$ cat src/rtl/core/eea_pkg.sv
`default_nettype none

package eea_pkg;

	localparam int ANGLE_BITS_DEF  = 14;
	localparam int MAX_SAMPLES_DEF = 256;
	localparam int PP_W            = 7;
	localparam int SC_W            = 9;
	localparam int CFG_IDX_W       = 1;
	localparam int CFG_DATA_W      = 9;
	localparam int KIND_W          = 2;
	localparam int OP_W            = 2;
	localparam int QUEUE_DEPTH     = 2;

	localparam logic [PP_W-1:0] PP_RESET = 7'd1;
	localparam logic [SC_W-1:0] SC_RESET = 9'd16;

	localparam logic [KIND_W-1:0] KIND_SAMPLE  = 2'd0;
	localparam logic [KIND_W-1:0] KIND_CONVERT = 2'd1;
	localparam logic [KIND_W-1:0] KIND_LOAD    = 2'd2;

	localparam logic RES_CONVERT = 1'b0;
	localparam logic RES_CALIB   = 1'b1;

	typedef enum logic [OP_W-1:0] {
		OP_SAMPLE  = 2'd0,
		OP_CONVERT = 2'd1,
		OP_LOAD    = 2'd2
	} op_t;

	typedef enum logic [CFG_IDX_W-1:0] {
		REG_POLE_PAIRS   = 1'b0,
		REG_SAMPLE_COUNT = 1'b1
	} cfg_reg_t;

	typedef enum logic [2:0] {
		ST_IDLE,
		ST_MUL,
		ST_CONV,
		ST_ACC,
		ST_DIV,
		ST_FIX,
		ST_CMUL,
		ST_CAL_OUT
	} back_state_t;

	typedef struct packed {
		logic [PP_W-1:0] pair_cnt;
		logic [SC_W-1:0] avg_len;
	} cfg_t;

endpackage

`default_nettype wire

$ cat src/rtl/core/eea_if.sv
`default_nettype none

interface eea_sample_if #(
	parameter int ANGLE_BITS = eea_pkg::ANGLE_BITS_DEF
);
	logic                        valid;
	logic                        ready;
	logic [eea_pkg::KIND_W-1:0]  kind;
	logic [ANGLE_BITS-1:0]       angle_in;

	modport source (output valid, output kind, output angle_in, input ready);
	modport sink (input valid, input kind, input angle_in, output ready);
endinterface

interface eea_result_if #(
	parameter int ANGLE_BITS = eea_pkg::ANGLE_BITS_DEF
);
	logic                  valid;
	logic                  ready;
	logic                  result_kind;
	logic [ANGLE_BITS-1:0] angle_out;

	modport source (output valid, output result_kind, output angle_out, input ready);
	modport sink (input valid, input result_kind, input angle_out, output ready);
endinterface

`default_nettype wire

$ cat src/rtl/core/eea_queue.sv
`default_nettype none

module eea_queue #(
	parameter int DATA_W = eea_pkg::OP_W + eea_pkg::ANGLE_BITS_DEF,
	parameter int DEPTH  = eea_pkg::QUEUE_DEPTH
) (
	input  wire logic              clk,
	input  wire logic              arst_n,
	input  wire logic              push,
	input  wire logic [DATA_W-1:0] push_data,
	input  wire logic              pop,
	output logic      [DATA_W-1:0] pop_data,
	output logic                   full,
	output logic                   empty
);

	localparam int PTR_W = (DEPTH > 1) ? $clog2(DEPTH) : 1;
	localparam int CNT_W = $clog2(DEPTH + 1);

	logic [DATA_W-1:0] entry_q [DEPTH];
	logic [PTR_W-1:0]  wr_ptr_q;
	logic [PTR_W-1:0]  rd_ptr_q;
	logic [CNT_W-1:0]  count_q;

	assign full     = (count_q == CNT_W'(DEPTH));
	assign empty    = (count_q == '0);
	assign pop_data = entry_q[rd_ptr_q];

	always_ff @(posedge clk or negedge arst_n) begin
		if (!arst_n) begin
			wr_ptr_q <= '0;
			rd_ptr_q <= '0;
			count_q  <= '0;
		end else begin
			if (push) begin
				wr_ptr_q <= (wr_ptr_q == PTR_W'(DEPTH - 1)) ? '0 : PTR_W'(wr_ptr_q + 1'b1);
			end
			if (pop) begin
				rd_ptr_q <= (rd_ptr_q == PTR_W'(DEPTH - 1)) ? '0 : PTR_W'(rd_ptr_q + 1'b1);
			end
			if (push && !pop) begin
				count_q <= CNT_W'(count_q + 1'b1);
			end else if (pop && !push) begin
				count_q <= CNT_W'(count_q - 1'b1);
			end
		end
	end

	always_ff @(posedge clk) begin
		if (push) begin
			entry_q[wr_ptr_q] <= push_data;
		end
	end

endmodule

`default_nettype wire

$ cat src/rtl/core/eea_front.sv
`default_nettype none

module eea_front #(
	parameter int ANGLE_BITS = eea_pkg::ANGLE_BITS_DEF
) (
	eea_sample_if.sink                                   sample_ch,
	input  wire logic                                    q_full,
	output logic                                         push,
	output logic [eea_pkg::OP_W+ANGLE_BITS-1:0]          push_data
);

	logic        accept;
	eea_pkg::op_t op;

	assign sample_ch.ready = !q_full;
	assign accept          = sample_ch.valid && !q_full;
	assign push_data       = {op, sample_ch.angle_in};

	// drop the unused kind code here
	always_comb begin
		push = 1'b0;
		op   = eea_pkg::OP_SAMPLE;
		unique case (sample_ch.kind)
			eea_pkg::KIND_SAMPLE: begin
				push = accept;
				op   = eea_pkg::OP_SAMPLE;
			end
			eea_pkg::KIND_CONVERT: begin
				push = accept;
				op   = eea_pkg::OP_CONVERT;
			end
			eea_pkg::KIND_LOAD: begin
				push = accept;
				op   = eea_pkg::OP_LOAD;
			end
			default: begin
				push = 1'b0;
			end
		endcase
	end

endmodule

`default_nettype wire

$ cat src/rtl/core/eea_back.sv
`default_nettype none

module eea_back #(
	parameter int ANGLE_BITS  = eea_pkg::ANGLE_BITS_DEF,
	parameter int MAX_SAMPLES = eea_pkg::MAX_SAMPLES_DEF
) (
	input  wire logic                                 clk,
	input  wire logic                                 arst_n,
	input  wire eea_pkg::cfg_t                        cfg,
	input  wire logic                                 q_empty,
	input  wire logic [eea_pkg::OP_W+ANGLE_BITS-1:0]  q_data,
	output logic                                      pop,
	eea_result_if.source                              result_ch
);

	localparam int CNT_W  = $clog2(MAX_SAMPLES + 1);
	localparam int TERM_W = ANGLE_BITS + 2;
	localparam int SUM_W  = ANGLE_BITS + 2 + CNT_W;
	localparam int DIV_CW = $clog2(SUM_W + 1);
	localparam int PROD_W = ANGLE_BITS + eea_pkg::PP_W;

	localparam logic signed [TERM_W-1:0] HALF_S     = TERM_W'(2 ** (ANGLE_BITS - 1));
	localparam logic signed [TERM_W-1:0] TURN_S     = TERM_W'(2 ** ANGLE_BITS);
	localparam logic signed [TERM_W-1:0] NEG_HALF_S = -HALF_S;

	eea_pkg::back_state_t state_q, state_d;

	logic [ANGLE_BITS-1:0]   angle_q;
	logic [ANGLE_BITS-1:0]   prod_q;
	logic [ANGLE_BITS-1:0]   offset_q;
	logic [ANGLE_BITS-1:0]   first_q;
	logic signed [SUM_W-1:0] sum_q;
	logic [CNT_W-1:0]        index_q;
	logic [SUM_W-1:0]        dvd_q;
	logic [CNT_W-1:0]        rem_q;
	logic [CNT_W-1:0]        divisor_q;
	logic                    neg_q;
	logic [DIV_CW-1:0]       div_cnt_q;
	logic                    out_valid_q;
	logic                    out_kind_q;
	logic [ANGLE_BITS-1:0]   out_angle_q;

	eea_pkg::op_t            q_op;
	logic [ANGLE_BITS-1:0]   q_angle;
	logic                    slot_free;
	logic                    load_out;
	logic [PROD_W-1:0]       prod;
	logic [31:0]             sc_ext;
	logic [CNT_W-1:0]        eff_count;
	logic [CNT_W-1:0]        idx_next;
	logic                    run_done;
	logic signed [TERM_W-1:0] delta_raw;
	logic signed [TERM_W-1:0] delta;
	logic signed [TERM_W-1:0] term;
	logic signed [SUM_W-1:0]  sum_base;
	logic signed [SUM_W-1:0]  sum_next;
	logic [SUM_W-1:0]        sum_abs;
	logic [CNT_W:0]          rem_sh;
	logic                    rem_ge;
	logic [CNT_W-1:0]        rem_next;
	logic [SUM_W-1:0]        quot;

	assign q_op    = eea_pkg::op_t'(q_data[eea_pkg::OP_W+ANGLE_BITS-1:ANGLE_BITS]);
	assign q_angle = q_data[ANGLE_BITS-1:0];

	assign result_ch.valid       = out_valid_q;
	assign result_ch.result_kind = out_kind_q;
	assign result_ch.angle_out   = out_angle_q;
	assign slot_free             = !out_valid_q || result_ch.ready;
	assign load_out              = slot_free &&
		(state_q == eea_pkg::ST_CONV || state_q == eea_pkg::ST_CAL_OUT);

	assign prod = PROD_W'(angle_q) * PROD_W'(cfg.pair_cnt);

	// effective sample count: zero reads as one, saturate at the maximum
	assign sc_ext = 32'(cfg.avg_len);
	always_comb begin
		if (sc_ext == 32'd0) begin
			eff_count = CNT_W'(1);
		end else if (sc_ext > 32'(MAX_SAMPLES)) begin
			eff_count = CNT_W'(MAX_SAMPLES);
		end else begin
			eff_count = CNT_W'(sc_ext);
		end
	end

	assign idx_next = CNT_W'(index_q + 1'b1);
	assign run_done = (idx_next >= eff_count);

	// unwrap to within half a turn of the first sample
	always_comb begin
		delta_raw = $signed({2'b00, angle_q}) - $signed({2'b00, first_q});
		if (delta_raw > HALF_S - TERM_W'(1)) begin
			delta = delta_raw - TURN_S;
		end else if (delta_raw < NEG_HALF_S) begin
			delta = delta_raw + TURN_S;
		end else begin
			delta = delta_raw;
		end
		if (index_q == '0) begin
			term     = $signed({2'b00, angle_q});
			sum_base = '0;
		end else begin
			term     = $signed({2'b00, first_q}) + delta;
			sum_base = sum_q;
		end
		sum_next = sum_base + SUM_W'(term);
		sum_abs  = sum_next[SUM_W-1] ? SUM_W'(-sum_next) : SUM_W'(sum_next);
	end

	assign rem_sh   = {rem_q, dvd_q[SUM_W-1]};
	assign rem_ge   = (rem_sh >= {1'b0, divisor_q});
	assign rem_next = rem_ge ? CNT_W'(rem_sh - {1'b0, divisor_q}) : rem_sh[CNT_W-1:0];
	assign quot     = neg_q ? SUM_W'(SUM_W'(0) - dvd_q) : dvd_q;

	always_ff @(posedge clk or negedge arst_n) begin
		if (!arst_n) begin
			state_q <= eea_pkg::ST_IDLE;
		end else begin
			state_q <= state_d;
		end
	end

	always_comb begin
		state_d = state_q;
		pop     = 1'b0;
		unique case (state_q)
			eea_pkg::ST_IDLE: begin
				if (!q_empty) begin
					pop = 1'b1;
					unique case (q_op)
						eea_pkg::OP_CONVERT: state_d = eea_pkg::ST_MUL;
						eea_pkg::OP_SAMPLE:  state_d = eea_pkg::ST_ACC;
						default:             state_d = eea_pkg::ST_IDLE;
					endcase
				end
			end
			eea_pkg::ST_MUL: state_d = eea_pkg::ST_CONV;
			eea_pkg::ST_CONV: begin
				if (slot_free) begin
					state_d = eea_pkg::ST_IDLE;
				end
			end
			eea_pkg::ST_ACC: begin
				state_d = run_done ? eea_pkg::ST_DIV : eea_pkg::ST_IDLE;
			end
			eea_pkg::ST_DIV: begin
				if (div_cnt_q == DIV_CW'(1)) begin
					state_d = eea_pkg::ST_FIX;
				end
			end
			eea_pkg::ST_FIX:  state_d = eea_pkg::ST_CMUL;
			eea_pkg::ST_CMUL: state_d = eea_pkg::ST_CAL_OUT;
			eea_pkg::ST_CAL_OUT: begin
				if (slot_free) begin
					state_d = eea_pkg::ST_IDLE;
				end
			end
			default: state_d = eea_pkg::ST_IDLE;
		endcase
	end

	always_ff @(posedge clk or negedge arst_n) begin
		if (!arst_n) begin
			offset_q    <= '0;
			first_q     <= '0;
			sum_q       <= '0;
			index_q     <= '0;
			out_valid_q <= 1'b0;
		end else begin
			if (load_out) begin
				out_valid_q <= 1'b1;
			end else if (result_ch.valid && result_ch.ready) begin
				out_valid_q <= 1'b0;
			end
			unique case (state_q)
				eea_pkg::ST_IDLE: begin
					if (pop && q_op == eea_pkg::OP_LOAD) begin
						offset_q <= q_angle;
					end
				end
				eea_pkg::ST_ACC: begin
					if (run_done) begin
						index_q <= '0;
						first_q <= '0;
						sum_q   <= '0;
					end else begin
						index_q <= idx_next;
						sum_q   <= sum_next;
						if (index_q == '0) begin
							first_q <= angle_q;
						end
					end
				end
				eea_pkg::ST_CMUL: begin
					offset_q <= prod[ANGLE_BITS-1:0];
				end
				default: begin
				end
			endcase
		end
	end

	always_ff @(posedge clk) begin
		unique case (state_q)
			eea_pkg::ST_IDLE: begin
				if (pop) begin
					angle_q <= q_angle;
				end
			end
			eea_pkg::ST_MUL: begin
				prod_q <= prod[ANGLE_BITS-1:0];
			end
			eea_pkg::ST_CONV: begin
				if (slot_free) begin
					out_kind_q  <= eea_pkg::RES_CONVERT;
					out_angle_q <= ANGLE_BITS'(prod_q - offset_q);
				end
			end
			eea_pkg::ST_ACC: begin
				dvd_q     <= sum_abs;
				neg_q     <= sum_next[SUM_W-1];
				divisor_q <= idx_next;
				rem_q     <= '0;
				div_cnt_q <= DIV_CW'(SUM_W);
			end
			eea_pkg::ST_DIV: begin
				dvd_q     <= {dvd_q[SUM_W-2:0], rem_ge};
				rem_q     <= rem_next;
				div_cnt_q <= DIV_CW'(div_cnt_q - 1'b1);
			end
			eea_pkg::ST_FIX: begin
				angle_q <= quot[ANGLE_BITS-1:0];
			end
			eea_pkg::ST_CAL_OUT: begin
				if (slot_free) begin
					out_kind_q  <= eea_pkg::RES_CALIB;
					out_angle_q <= angle_q;
				end
			end
			default: begin
			end
		endcase
	end

endmodule

`default_nettype wire

$ cat src/rtl/core/encoder_electrical_alignment_top.sv
// Convert: popped in ST_IDLE, multiplied in ST_MUL, result registered in ST_CONV. The last
// calibration sample passes ST_ACC, the bit-serial restoring divider in ST_DIV, ST_FIX,
// ST_CMUL and ST_CAL_OUT; other samples pass ST_ACC only, and loads are taken in ST_IDLE.
// The back end handles one item at a time; a two-entry queue accepts while it works.
// Reset: arst_n clears the queue, the state machine, the run state, the offset
// and the output valid; the pole-pair register returns to 1 and the sample count to 16.
`default_nettype none

module encoder_electrical_alignment_top #(
	parameter int ANGLE_BITS  = eea_pkg::ANGLE_BITS_DEF,
	parameter int MAX_SAMPLES = eea_pkg::MAX_SAMPLES_DEF
) (
	input  wire logic                             clk,
	input  wire logic                             arst_n,
	eea_sample_if.sink                            sample_ch,
	eea_result_if.source                          result_ch,
	input  wire logic                             cfg_we,
	input  wire logic [eea_pkg::CFG_IDX_W-1:0]    cfg_idx,
	input  wire logic [eea_pkg::CFG_DATA_W-1:0]   cfg_wdata
);

	localparam int QDATA_W = eea_pkg::OP_W + ANGLE_BITS;

	logic [eea_pkg::PP_W-1:0] pair_cnt_q;
	logic [eea_pkg::SC_W-1:0] avg_len_q;
	eea_pkg::cfg_t            cfg;

	logic               q_full;
	logic               q_empty;
	logic               push;
	logic               pop;
	logic [QDATA_W-1:0] push_data;
	logic [QDATA_W-1:0] pop_data;

	always_ff @(posedge clk or negedge arst_n) begin
		if (!arst_n) begin
			pair_cnt_q <= eea_pkg::PP_RESET;
			avg_len_q  <= eea_pkg::SC_RESET;
		end else if (cfg_we) begin
			unique case (eea_pkg::cfg_reg_t'(cfg_idx))
				eea_pkg::REG_POLE_PAIRS:   pair_cnt_q <= cfg_wdata[eea_pkg::PP_W-1:0];
				eea_pkg::REG_SAMPLE_COUNT: avg_len_q  <= cfg_wdata[eea_pkg::SC_W-1:0];
				default: begin
				end
			endcase
		end
	end

	assign cfg = eea_pkg::cfg_t'{pair_cnt: pair_cnt_q, avg_len: avg_len_q};

	eea_front #(
		.ANGLE_BITS (ANGLE_BITS)
	) u_front (
		.sample_ch (sample_ch),
		.q_full    (q_full),
		.push      (push),
		.push_data (push_data)
	);

	eea_queue #(
		.DATA_W (QDATA_W),
		.DEPTH  (eea_pkg::QUEUE_DEPTH)
	) u_queue (
		.clk       (clk),
		.arst_n    (arst_n),
		.push      (push),
		.push_data (push_data),
		.pop       (pop),
		.pop_data  (pop_data),
		.full      (q_full),
		.empty     (q_empty)
	);

	eea_back #(
		.ANGLE_BITS  (ANGLE_BITS),
		.MAX_SAMPLES (MAX_SAMPLES)
	) u_back (
		.clk       (clk),
		.arst_n    (arst_n),
		.cfg       (cfg),
		.q_empty   (q_empty),
		.q_data    (pop_data),
		.pop       (pop),
		.result_ch (result_ch)
	);

endmodule

`default_nettype wire

$ cat src/flat_wrapper.sv
// flat-port wrapper written by rule: the top's interface ports become plain ports
module encoder_electrical_alignment_top_flat 
#(
	parameter int ANGLE_BITS  = eea_pkg::ANGLE_BITS_DEF,
	parameter int MAX_SAMPLES = eea_pkg::MAX_SAMPLES_DEF
)
  (clk, arst_n, cfg_we, cfg_idx, cfg_wdata, sample_ch_valid, sample_ch_kind, sample_ch_angle_in, sample_ch_ready, result_ch_valid, result_ch_result_kind, result_ch_angle_out, result_ch_ready);
  eea_sample_if #(.ANGLE_BITS(ANGLE_BITS)) sample_ch_i ();
  eea_result_if #(.ANGLE_BITS(ANGLE_BITS)) result_ch_i ();
  input  wire logic clk;
  input  wire logic arst_n;
  input  wire logic cfg_we;
  input  wire logic [eea_pkg::CFG_IDX_W-1:0] cfg_idx;
  input  wire logic [eea_pkg::CFG_DATA_W-1:0] cfg_wdata;
  input wire logic [$bits(sample_ch_i.valid)-1:0] sample_ch_valid;
  input wire logic [$bits(sample_ch_i.kind)-1:0] sample_ch_kind;
  input wire logic [$bits(sample_ch_i.angle_in)-1:0] sample_ch_angle_in;
  output wire logic [$bits(sample_ch_i.ready)-1:0] sample_ch_ready;
  output wire logic [$bits(result_ch_i.valid)-1:0] result_ch_valid;
  output wire logic [$bits(result_ch_i.result_kind)-1:0] result_ch_result_kind;
  output wire logic [$bits(result_ch_i.angle_out)-1:0] result_ch_angle_out;
  input wire logic [$bits(result_ch_i.ready)-1:0] result_ch_ready;
  assign sample_ch_i.valid = sample_ch_valid;
  assign sample_ch_i.kind = sample_ch_kind;
  assign sample_ch_i.angle_in = sample_ch_angle_in;
  assign sample_ch_ready = sample_ch_i.ready;
  assign result_ch_valid = result_ch_i.valid;
  assign result_ch_result_kind = result_ch_i.result_kind;
  assign result_ch_angle_out = result_ch_i.angle_out;
  assign result_ch_i.ready = result_ch_ready;
  encoder_electrical_alignment_top #(.ANGLE_BITS(ANGLE_BITS), .MAX_SAMPLES(MAX_SAMPLES)) u_core (.clk(clk), .arst_n(arst_n), .sample_ch(sample_ch_i), .result_ch(result_ch_i), .cfg_we(cfg_we), .cfg_idx(cfg_idx), .cfg_wdata(cfg_wdata));
endmodule
$ cat config.mk
export PLATFORM = sky130hd
export DESIGN_NAME = encoder_electrical_alignment_top_flat
export DESIGN_NICKNAME = d
export VERILOG_FILES = /design/src/rtl/core/eea_pkg.sv /design/src/rtl/core/eea_if.sv /design/src/rtl/core/eea_queue.sv /design/src/rtl/core/eea_front.sv /design/src/rtl/core/eea_back.sv /design/src/rtl/core/encoder_electrical_alignment_top.sv /design/src/flat_wrapper.sv
export SDC_FILE = /design/constraint.sdc
export NUM_CORES = 1
export LEC_CHECK = 0
export BUFFER_PORTS_ARGS = -buffer_cell sky130_fd_sc_hd__buf_4
export CORE_MARGIN = 2
export CORE_UTILIZATION = 40
export CTS_CLUSTER_SIZE = 16
export DETAILED_ROUTE_END_ITERATION = 8
export GPL_TIMING_DRIVEN = 0
export PLACE_DENSITY = 0.54
export RECOVER_POWER = 50
export SLEW_MARGIN = 15
export SYNTH_ARGS = -nofsm -noshare
export SYNTH_HDL_FRONTEND = slang
export SYNTH_SLANG_ARGS = --single-unit
$ cat constraint.sdc
create_clock -name clk -period 9.7 [get_ports clk]
set_clock_uncertainty 0.2 [all_clocks]
set_input_delay 1.455 -clock clk [delete_from_list [all_inputs] [get_ports clk]]
set_output_delay 1.455 -clock clk [all_outputs]
set_load 0.02 [all_outputs]
Word level (Yosys, flattened, before mapping)
Memories as Yosys holds them, arrays and structs flattened. Index checks and enable logic that the tools add are counted.

$add $sub $neg: 15. Multipliers: 1. Divide/modulo/power cells: 0. Order comparisons: 5. Equal/unequal tests: 20. Shift operators: 0. Multiplexer cells: 44. Bitwise operators: 1. Reduce and logical (&&, ||, !) cells: 34.

Operators with widths (number): two-way mux 14 bit (7); case mux 14 bit (2 select lines) (3); two-way mux 25 bit (3); case mux 25 bit (2 select lines) (1); two-way mux 16 bit (3); two-way mux 9 bit (4); zero test 32 bit (1); adder 25 x 16 -> 25 bit (1); negation 25 bit (1); case mux 3 bit (7 select lines) (1); case mux 9 bit (2 select lines) (1); adder 15 x 16 -> 16 bit (1); adder 15 x 16 -> 16 bit (second input constant) (1); subtractor 15 x 16 -> 16 bit (second input constant) (1); greater-than comparator 15 x 14 -> 1 bit (second input constant) (1); less-than comparator 15 x 14 -> 1 bit (second input constant) (1); subtractor 14 x 14 -> 15 bit (1); multiplier 14 x 7 -> 14 bit (1); nonzero test 2 bit (7); subtractor 1 x 14 -> 14 bit (first input constant) (1); subtractor 14 bit (1); == test 3 bit (second input constant) (4); two-way mux 3 bit (4); != test 2 bit (second input constant) (6); 31 further kinds (64).

Bits in registers: 178. Bits in latches: 0. Memory bits (writable): 32. ROM bits: 0. Input bits: 31. Output and inout bits: 17. Word-level logic and storage cells: 141. Memories kept: 1.

Memory list: u_core.u_queue.entry_q (depth 2, width 16, read ports 1, clocked after Yosys merged registers in 0, wr ports 1, line eea_queue.sv:20) `logic [DATA_W-1:0] entry_q [DEPTH];`.

Longest topological paths before layout
Gate-level depths: netlist (run 1).

Depth after elaboration: 10. Mapped depth: 37.

Cells and area by module
Synthesis (run 1) repeated with hierarchy kept, for this count alone.

Cell total of the unflattened synthesis: 1620. Area, all modules: 15511.1 um^2.

Modules (own cells, without submodules): eea_back (times used 1, cells each 1500, area each 13349.1 um^2, seq. area each 4414.2 um^2); eea_queue (times used 1, cells each 66, area each 1392.6 um^2, seq. area each 1061.0 um^2); encoder_electrical_alignment_top (times used 1, cells each 35, area each 633.1 um^2, seq. area each 402.9 um^2); eea_front (times used 1, cells each 19, area each 136.4 um^2, seq. area each 0.0 um^2).

Least setup slack after synthesis (run 1)
Ideal clock, no wire load.

Kind: register -> register. From: register u_core.u_back.angle_q[0]. To: register u_core.u_back.dvd_q[10] (data pin). Arrival time: 6.623 ns. Setup slack: 2.606 ns. Cell stages (with the launch flop): 38. Buffers on the path: 4. Period minus slack after synthesis: 7.094 ns. Cells stage by stage: edfxtp_1 clkbuf_1 inv_1 ha_1 fa_1 nor2b_1 o21ai_0 a21boi_0 o21ai_0 a21boi_0 o21ai_0 nand2b_1 xor2_1 ha_1 nand2_1 a221oi_1 and2_1 nand2_1 [... 2 more ...] xor2_1 a21oi_1 ha_1 clkbuf_1 a21o_1 a211oi_1 o21ai_0 o21ai_1 clkbuf_1 a31oi_1 o21ai_0 a2bb2oi_1 mux2_2 inv_1 clkbuf_1 o21ai_0 xnor2_1 a21oi_1.

Longest elaborated chain between the ends: 10. Elaborated cells on any way between the ends: 13. Those cells by class: add/sub (6); order compare (2); mux (5).

RTL lines: start: declaration (line eea_back.sv:28) `logic [ANGLE_BITS-1:0] angle_q;`; start signal: assignment (line eea_back.sv:208) `angle_q <= q_angle;`; start signal: assignment (line eea_back.sv:233) `angle_q <= quot[ANGLE_BITS-1:0];`; subtractor 14 x 14 -> 15 bit (line eea_back.sv:92) `delta_raw = $signed({2'b00, angle_q}) - $signed({2'b00, first_q});`; adder 15 x 16 -> 16 bit / less-than comparator 15 x 14 -> 1 bit (equally long branches) (line eea_back.sv:96, eea_back.sv:95); two-way mux 16 bit (line eea_back.sv:95) `end else if (delta_raw < NEG_HALF_S) begin`; two-way mux 16 bit (line eea_back.sv:93) `if (delta_raw > HALF_S - TERM_W'(1)) begin`; adder 15 x 16 -> 16 bit (line eea_back.sv:104) `term = $signed({2'b00, first_q}) + delta;`; two-way mux 16 bit (*) (line eea_back.sv:100) `if (index_q == '0) begin`; adder 25 x 16 -> 25 bit (*) (line eea_back.sv:107) `sum_next = sum_base + SUM_W'(term);`; negation 25 bit (line eea_back.sv:108) `sum_abs = sum_next[SUM_W-1] ? SUM_W'(-sum_next) : SUM_W'(sum_next);`; two-way mux 25 bit (*) (line eea_back.sv:108); case mux 25 bit (2 select lines) (*) (line eea_back.sv:205) `unique case (state_q)`; end signal: assignment (line eea_back.sv:221) `dvd_q <= sum_abs;`; end signal: assignment (line eea_back.sv:228) `dvd_q <= {dvd_q[SUM_W-2:0], rem_ge};`; end: declaration (line eea_back.sv:34) `logic [SUM_W-1:0] dvd_q;`.

Every way passes the cells marked *; elsewhere a longest branch is shown, timed or not. A chain may end at the register's enable or synchronous reset.

Worst setup path after layout (run 1)
Same ends and word-level chain as after synthesis.

==> impl_metrics.json, run 1 <==
{
  "gp_congestion": 0.9115,
  "ctsHoldBuffers": 0,
  "synth.largest_area_cell": "edfxtp_1",
  "finalSetupViolations": 0,
  "antenna_found_initial": 0,
  "num_antenna_cells": 0,
  "layout.nets": 1870,
  "cts_tree": "built",
  "cts_buffers": 25,
  "post-route-util": 0.4556,
  "io_buffers": 47,
  "clock.fmax_mhz": 112.7,
  "maxSlewHeadroom": -2.486,
  "die-area_um2": 39570,
  "start_kind": "register",
  "crit_buf_inv": 5,
  "fin_crit_ns": 8.871,
  "ys_seq_area_frac": 0.3868,
  "syn_nets": 1794,
  "globalRouteTotalUtil": 0.2068,
  "worstPathArrival_ns": 8.94,
  "syn_area_um2": 15200,
  "async_flop_share": 0.4095,
  "synth_top_area_frac": 0.2450,
  "syn_avg_cell_area_um2": 9.422,
  "dr_total_vias": 11820,
  "tns_ns": 0,
  "cts-resized-gates": 0,
  "die_h_um": 198.9,
  "crit_fanout": 10,
  "hp-class": "register to register",
  "synth_cell_types": 73,
  "nFillCells": 3661,
  "synthCells": 1613,
  "dr.pass1.iters": 5,
  "drc": 0,
  "synth_common_cells": "nand2_1, edfxtp_1, inv_1",
  "violations": "capacitance limit, slew limit",
  "clk_latency_ns": 0.56,
  "die_x_um": 198.9,
  "cpMostUsedCell": "o21ai_0",
  "ys_warn_count": 0,
  "endpoint_kind": "register",
  "clkSinkCount": 210,
  "num_rows": 71,
  "period_share": 0.9145,
  "synth.most_common_cell": "nand2_1",
  "tightestPinTransition_ns": 5.229,
  "ios": 48,
  "drtIter0Drc": 691,
  "critPathRequiredTime_ns": 9.77,
  "slew_viol_final": 87,
  "synth-seq-cells": 210,
  "ys.flop_type": "edfxtp_1",
  "grt_pass1_vias": 11760,
  "grt_pass1_wl_um": 63880,
  "hold_viol": 0,
  "wire_per_inst_um": 17.82,
  "core_area_um2": 37580,
  "postCtsSetupBuffers": 0,
  "ys_top_cells_by_area": "edfxtp_1, dfrtp_1, ha_1",
  "cap_viol_max_count": 1,
  "cts_max_level": 1,
  "status": "finished with violations",
  "critPathKind": "register to register",
  "max_stage_delay_ns": 0.62,
  "drive_gt1_frac": 0.07143,
  "cpMaxStageDelayCell": "edfxtp_1",
  "cts_max_path_buffers": 3,
  "synth_edf_count": 124,
  "dp_hpwl_um": 29740,
  "cp_top_family": "compound AO/OA/AOI/OAI gates",
  "clkTransAtPathRegs_ns": 0.06,
  "grt_overflow": 0,
  "antenna_left": 0,
  "drt_wl_total_um": 39550,
  "grt_start_max_net_pins": 87,
  "initial_core_util": 0.4045,
  "via_per_inst": 5.327,
  "root_buffer": "clkbuf_16",
  "rsz0062_at_grt": "false",
  "area_growth_pct": 12.65
}
[cell families after synthesis]
| family | synth area share |
|---|---|
| XOR/XNOR | 0.06973 |
| flip-flops | 0.3868 |
| adder cells (fa/ha/maj) | 0.1467 |
| multiplexers | 0.02857 |
| AND/OR/NAND/NOR | 0.1581 |
| buffers and inverters | 0.04816 |
| AO/OA/AOI/OAI | 0.1619 |
[path summary, 6_finish.rpt]
kind,startpoint,to,slack [ns],depth (start not counted)
min,u_core.u_back.sum_q[3]$_DFFE_PN0P_,u_core.u_back.sum_q[3]$_DFFE_PN0P_,0.27,2
min in group asynchronous,arst_n,u_core.u_back.index_q[4]$_DFFE_PN0P_,2.62,1
max,u_core.u_back.angle_q[0]$_DFFE_PP_,u_core.u_back.dvd_q[10]$_DFFE_PP_,0.83,32
max in group asynchronous,arst_n,u_core.u_queue.wr_ptr_q$_DFFE_PN0P_,3.75,1
min reg2reg,u_core.u_back.sum_q[3]$_DFFE_PN0P_,u_core.u_back.sum_q[3]$_DFFE_PN0P_,0.27,2
max reg2reg,u_core.u_back.angle_q[0]$_DFFE_PP_,u_core.u_back.dvd_q[10]$_DFFE_PP_,0.83,32
[through the flow]
| stage | instance area, um2 | hold slack (ns) | setup slack (ns) | cells |
|---|---|---|---|---|
| finish | 17120 | 0.2672 | 0.8291 | 2219 |
| global route | 17120 | 0.2970 | 0.04299 | 2219 |
| CTS | 17180 | 0.2733 | 0.7908 | 2220 |
| detailed placement | 16250 | 0.2594 | 0.8678 | 2174 |
| global placement | 16190 | 0.2527 | 0.9261 | 2171 |
| floorplan | 15200 | 0.2402 | 2.606 | 1613 |
[state kept, by name, summed over array words and instances, names as in the netlist]
signal and flops:
u_core.u_back.result_ch.angle_out 14, u_core.u_back.offset_q 14, u_core.u_back.prod_q 14, u_core.u_back.dvd_q 25
u_core.u_back.index_q 9, u_core.u_back.divisor_q 9, u_core.u_back.neg_q 1, u_core.u_queue.wr_ptr_q 1
u_core.u_back.first_q 14, u_core.u_back.div_cnt_q 5, u_core.u_back.result_ch.result_kind 1, u_core.avg_len_q 9
u_core.u_back.angle_q 14, u_core.u_back.rem_q 9, u_core.u_back.state_q 3, u_core.u_back.result_ch.valid 1
u_core.pair_cnt_q 7, u_core.u_back.sum_q 25, u_core.u_queue.entry_q 32, u_core.u_queue.rd_ptr_q 1
u_core.u_queue.count_q 2
[worst register-to-register path, delay by kind of cell (launching register included)]
family	cells	cell delay, ns
xor gates and xnor gates	2	0.40
DFF	1	0.62
adders and majority gates	4	1.39
buffers and inverters	5	1.31
muxes	1	0.39
and+or+nand+nor	2	0.25
AOI/OAI and AO/OA	18	4.04
[cells in the final DEF, fill, tap and decap left out, drive strengths merged, types with 34 or more instances in the layout]
| master | n |
|---|---|
| and2 | 47 |
| fa | 47 |
| a21oi | 84 |
| o31ai | 41 |
| dfrtp | 84 |
| xor2 | 34 |
| nand2 | 217 |
| edfxtp | 124 |
| clkbuf | 120 |
| ha | 103 |
| nor2 | 107 |
| xnor2 | 87 |
| o21ai | 117 |
| inv | 123 |
[layer usage]
metal | track usage | vias up | routed length (um)
li1 | - | 5803 | -
met1 | 0.2786 | 5738 | 18420
met2 | 0.3538 | 219 | 18660
met3 | 0.02018 | 60 | 1444
met4 | 0.05860 | 0 | 1026
met5 | 0 | - | 0
[layout make-up]
class | count | area [um2] | area share
buffer | 71 | 267.8 | 0.01564
timing repair buffer | 50 | 344.1 | 0.02010
tap | 511 | 639.4 | 0.03735
sequential | 210 | 5878 | 0.3433
multi-input combinational | 1208 | 8597 | 0.5022
inverter | 123 | 461.7 | 0.02697
clock inverter | 18 | 242.7 | 0.01418
clock buffer | 28 | 689.4 | 0.04027
Power of run 1 is not shown: default switching activity piles up to over one toggle a cycle in this logic, so the estimate is an artifact.
==> run 2, diff against run 1 <==
Settings changed: CORE_UTILIZATION 40 to 50, PLACE_DENSITY 0.54 to 0.65.
==> run 2 against run 1 <==
Against the previous run:
- the run still ends with capacitance limit, slew limit left
- global-route usage increased by 3.6 points
- die area is 20% lower
- worst hold slack about the same
- critical endpoint is now u_core.u_back.dvd_q[18]$_DFFE_PP_
- count of clock-buffer cells in the layout grew 7
- largest cell class unchanged
- maximum frequency increased by 0.93%
- sequential share of layout area increased by 0.71 points
- design area shrank 2.0%
- via count about the same
- final cell count down 5.5%
- register-to-register slack gained 0.08 ns
- utilization up 11 points
- first-iteration DRC count increased by 13%
==> impl_metrics.json, run 2 (synthesis results as in run 1) <==
{
  "status": "finished with violations",
  "violations": "capacitance limit, slew limit",
  "root_buffer": "clkbuf_16",
  "num_rows": 63,
  "area_growth_pct": 10.35,
  "worst_slack_ns": 0.9113,
  "cap_viol_max_count": 1,
  "grt_pass1_vias": 11560,
  "antenna_left": 0,
  "crit_fanout": 10,
  "dpl-instance-area_um2": 16090,
  "clkSinkCount": 210,
  "cts_buffers": 24,
  "fin_crit_ns": 8.789,
  "reg2reg_to": "u_core.u_back.dvd_q[18]$_DFFE_PP_",
  "rr_startpoint": "u_core.u_back.angle_q[1]$_DFFE_PP_",
  "globalRouteTotalUtil": 0.2428,
  "cpMaxStageDelayCell": "fa_1",
  "finalInstanceArea_um2": 16770,
  "post-route-util": 0.5629,
  "io_buffers": 47,
  "worstPathArrival_ns": 8.83,
  "die-area_um2": 31810,
  "crit_buf_inv": 6,
  "cp_top_family": "compound AO/OA/AOI/OAI gates",
  "wire_per_inst_um": 18.02,
  "initial_core_util": 0.5101,
  "hold_end": "u_core.u_back.sum_q[3]$_DFFE_PN0P_",
  "mostFrequentLayoutCells": "nand2_1, edfxtp_1, inv_1",
  "layout_commonest_cell": "nand2_1",
  "worstRegToRegCells": 32,
  "tightestPinTransition_ns": 5.069,
  "critPathRequiredTime_ns": 9.74,
  "cts-resized-gates": 0,
  "top_regs": "u_core.u_queue.entry_q: 32 flops, u_core.u_back.dvd_q: 25 flops, u_core.u_back.sum_q: 25 flops",
  "clkTransAtPathRegs_ns": 0.06,
  "finalSetupViolations": 0,
  "cts_max_level": 1,
  "critPathKind": "register to register",
  "dp_hpwl_um": 28440,
  "via_per_inst": 5.644,
  "nFillCells": 2684,
  "gp_congestion": 0.9207,
  "regArea_um2": 5878,
  "grt_pass1_wl_um": 60560,
  "maxSlewHeadroom": -2.379,
  "cpMostUsedCell": "o21ai_0",
  "tns_ns": 0,
  "drive_gt1_frac": 0.06624,
  "cts_tree": "built",
  "multiInputGateArea_um2": 8597,
  "dp_slack_ns": 0.8583,
  "ctsHoldBuffers": 0,
  "hold_viol": 0,
  "min_from": "u_core.u_back.sum_q[3]$_DFFE_PN0P_",
  "regMostFlops": "u_core.u_queue.entry_q",
  "max_stage_delay_ns": 0.54,
  "layout.nets": 1869,
  "largest_register_ffs": 32,
  "cts_max_path_buffers": 3,
  "period_share": 0.9061,
  "regToRegSetupSlack_ns": 0.91,
  "endpoint_kind": "register",
  "clk_latency_ns": 0.53,
  "die_h_um": 178.3,
  "antenna_found_initial": 0,
  "hp-class": "register to register",
  "rsz0062_at_grt": "false",
  "drc": 0,
  "postCtsSetupBuffers": 0,
  "start_kind": "register",
  "die_x_um": 178.3,
  "clock.fmax_mhz": 113.8,
  "num_antenna_cells": 0,
  "ios": 48,
  "drtIter0Drc": 782,
  "dr.pass1.iters": 6,
  "slew_viol_final": 87,
  "dr_total_vias": 11830,
  "hold-path-cell-count": 2,
  "grt_overflow": 0,
  "core_area_um2": 29800,
  "grt_start_max_net_pins": 87,
  "drt_wl_total_um": 37780
}
-- run 2: cell types whose count changed in the layout (fill, tap and decap cells not counted), moves of 3 or more --
cell,before,now
clkbuf_4,10,13
clkbuf_1,81,88
clkinv_2,8,3
bufinv_16,5,0
clkbuf_16,27,24
-- run 2: area by class of cell --
cell class                 count  area share
multi-input combinational   1208      0.5126
sequential                   210      0.3505
clock buffer                  35     0.03887
tap                          390     0.02910
inverter                     123     0.02753
timing repair buffer          50     0.02141
buffer                        71     0.01589
clock inverter                 9    0.004103
-- run 2: routing by layer --
metal	wire (um)	GRT usage	up-vias	share of wire
met3	1722	0.02558	81	0.046
li1	-	-	5798	-
met1	16840	0.3262	5660	0.45
met4	1403	0.09079	0	0.037
met2	17810	0.4060	290	0.47
met5	0	0	-	0
-- run 2: worst min-delay path, delay by kind of cell, from the launching register on --
family	cells	cell delay, ns
simple gates	1	0.05
flops	1	0.33
compound gates	1	0.05
-- run 2: worst max path at each step --
stage          slack (ns)  depth (start not counted)                           endpoint                               start
6_report             0.91                         32  u_core.u_back.dvd_q[18]$_DFFE_PP_  u_core.u_back.angle_q[1]$_DFFE_PP_
5_1_grt              0.11                         32  u_core.u_back.dvd_q[18]$_DFFE_PP_  u_core.u_back.angle_q[1]$_DFFE_PP_
4_1_cts              0.81                         37  u_core.u_back.dvd_q[18]$_DFFE_PP_  u_core.u_back.angle_q[0]$_DFFE_PP_
3_5_place_dp         0.86                         37  u_core.u_back.dvd_q[18]$_DFFE_PP_  u_core.u_back.angle_q[0]$_DFFE_PP_
3_3_place_gp         1.06                         33  u_core.u_back.dvd_q[18]$_DFFE_PP_  u_core.u_back.angle_q[0]$_DFFE_PP_
2_1_floorplan        2.61                         37  u_core.u_back.dvd_q[10]$_DFFE_PP_  u_core.u_back.angle_q[0]$_DFFE_PP_
-- run 2: metrics by stage --
| step | instances | hold WS, ns |
|---|---|---|
| CTS | 2097 | 0.2722 |
| detailed placement | 2053 | 0.2580 |
| floorplan | 1613 | 0.2402 |
| global route | 2096 | 0.3019 |
| finish | 2096 | 0.2670 |
| global placement | 2050 | 0.2519 |
Power of run 2 is left out for the same reason.
==> run 3, diff against run 2 <==
Settings changed: PLACE_DENSITY 0.65 to 0.68.
Clock period 9.7 ns to 7.6 ns, I/O delays scaled along.
==> run 3 against run 2 <==
Against the previous run:
- the run still ends with capacitance limit, slew limit left
- worst hold slack gained 0.0013 ns
- final cell count grew 0.38%
- flip-flop and latch count is the same
- design area grew 2.1%
- setup slack lost 0.47 ns
- critical path depth is the same
- sequential share of layout area shrank 0.73 points
- die area is the same
- maximum frequency grew 23%
- non-clock buffer count grew 6
- utilization grew 1.2 points
- routed wire length shrank 1.4%
- critical endpoint is now u_core.u_back.dvd_q[21]$_DFFE_PP_
- highest routed layer unchanged
==> impl_metrics.json, run 3 (synthesis results as in run 1) <==
{
  "status": "finished with violations",
  "violations": "capacitance limit, slew limit",
  "num_rows": 63,
  "mostFrequentLayoutCells": "nand2_1, edfxtp_1, inv_1",
  "critPathRequiredTime_ns": 7.67,
  "cpMaxStageDelayCell": "nor4_4",
  "cts_max_level": 1,
  "grt_overflow": 0,
  "period_share": 0.9416,
  "post-route-util": 0.5748,
  "hold_viol": 0,
  "tns_ns": 0,
  "cts_buffers": 25,
  "core_area_um2": 29800,
  "clkSinkCount": 210,
  "cpMostUsedCell": "o21ai_0",
  "cts_max_path_buffers": 3,
  "ios": 48,
  "drive_gt1_frac": 0.09160,
  "grt_start_max_net_pins": 58,
  "top_regs": "u_core.u_queue.entry_q: 32 flops, u_core.u_back.dvd_q: 25 flops, u_core.u_back.sum_q: 25 flops",
  "layout.nets": 1876,
  "io_buffers": 47,
  "critPathKind": "register to register",
  "grt_pass1_vias": 11540,
  "drt_wl_total_um": 37260,
  "wire_per_inst_um": 17.71,
  "nFillCells": 2621,
  "finalSetupViolations": 0,
  "endpoint_kind": "register",
  "dp_hpwl_um": 27920,
  "dp_cells": 2054,
  "fin_crit_ns": 7.156,
  "die_h_um": 178.3,
  "start_kind": "register",
  "slew_viol_final": 89,
  "dr.pass1.iters": 5,
  "hp-class": "register to register",
  "max_stage_delay_ns": 0.43,
  "drtIter0Drc": 812,
  "tightestPinTransition_ns": 3.335,
  "initial_core_util": 0.5101,
  "area_growth_pct": 12.69,
  "worstPathArrival_ns": 7.23,
  "gp_congestion": 0.9164,
  "dr_total_vias": 11930,
  "final_cells": 2104,
  "regMostFlops": "u_core.u_queue.entry_q",
  "maxSlewHeadroom": -1.223,
  "die_x_um": 178.3,
  "num_antenna_cells": 0,
  "globalRouteTotalUtil": 0.2393,
  "cts_tree": "built",
  "die-area_um2": 31810,
  "crit_fanout": 10,
  "clk_latency_ns": 0.55,
  "clock.fmax_mhz": 139.7,
  "largest_register_ffs": 32,
  "antenna_found_initial": 0,
  "root_buffer": "clkbuf_16",
  "antenna_left": 0,
  "drc": 0,
  "clkTransAtPathRegs_ns": 0.06,
  "cap_viol_max_count": 2,
  "grt_pass1_wl_um": 59820,
  "layout_commonest_cell": "nand2_1",
  "via_per_inst": 5.672
}
==> run 3: layer usage <==
| metal | track usage | up-vias | routed length (um) |
|---|---|---|---|
| li1 | - | 5831 | - |
| met3 | 0.03453 | 73 | 1943 |
| met2 | 0.4012 | 315 | 17830 |
| met1 | 0.3213 | 5714 | 16530 |
| met4 | 0.07317 | 0 | 956 |
| met5 | 0 | - | 0 |
==> run 3: path summary, 6_finish.rpt <==
check,start,endpoint,slack [ns],cells past startpoint
worst max-delay path,u_core.u_back.angle_q[0]$_DFFE_PP_,u_core.u_back.dvd_q[21]$_DFFE_PP_,0.44,32
worst min-delay path,u_core.u_back.sum_q[18]$_DFFE_PN0P_,u_core.u_back.sum_q[18]$_DFFE_PN0P_,0.27,2
worst max register to register,u_core.u_back.angle_q[0]$_DFFE_PP_,u_core.u_back.dvd_q[21]$_DFFE_PP_,0.44,32
worst min register to register,u_core.u_back.sum_q[18]$_DFFE_PN0P_,u_core.u_back.sum_q[18]$_DFFE_PN0P_,0.27,2
max in group asynchronous,arst_n,u_core.u_back.first_q[6]$_DFFE_PN0P_,2.33,2
min in group asynchronous,arst_n,u_core.u_back.sum_q[21]$_DFFE_PN0P_,0.92,1
==> run 3: timing repair <==
| action | in CTS | in global routing |
|---|---|---|
| pin swaps | 2 | 4 |
| setup buffers | 3 | 4 |
| endpoints found under the setup margin | 30 | 26 |
| hold buffers | 0 | 0 |
| resized for setup | 20 | 27 |
==> run 3: critical path: cells and delay by family, from the launching register on <==
| family | cells | cell delay, ns |
|---|---|---|
| DFF | 1 | 0.42 |
| xor gates and xnor gates | 2 | 0.36 |
| buffers and inverters | 4 | 0.66 |
| muxes | 1 | 0.39 |
| adders and majority gates | 4 | 1.13 |
| AOI/OAI and AO/OA | 14 | 2.32 |
| and+or+nand+nor | 7 | 1.41 |
==> run 3: metrics by stage <==
stage | setup slack, ns | instance area, um2 | hold WS (ns)
3_3_place_gp | -1.067 | 16040 | 0.2510
5_1_grt | -0.04481 | 17130 | 0.2979
3_5_place_dp | -1.242 | 16120 | 0.2593
6_report | 0.4441 | 17130 | 0.2683
4_1_cts | 0.05825 | 17080 | 0.2713
2_1_floorplan | 0.5063 | 15200 | 0.2402
==> run 3: cell type report <==
type	instances	area, um2	share of cell area
Tap cell	390	488.0	0.02849
Timing Repair Buffer	58	400.4	0.02338
Sequential cell	210	5878	0.3432
Clock inverter	16	158.9	0.009277
Inverter	123	461.7	0.02696
Buffer	69	272.8	0.01593
Multi-Input combinational cell	1208	8750	0.5108
Clock buffer	30	718.2	0.04193
Power of run 3 is left out for the same reason.
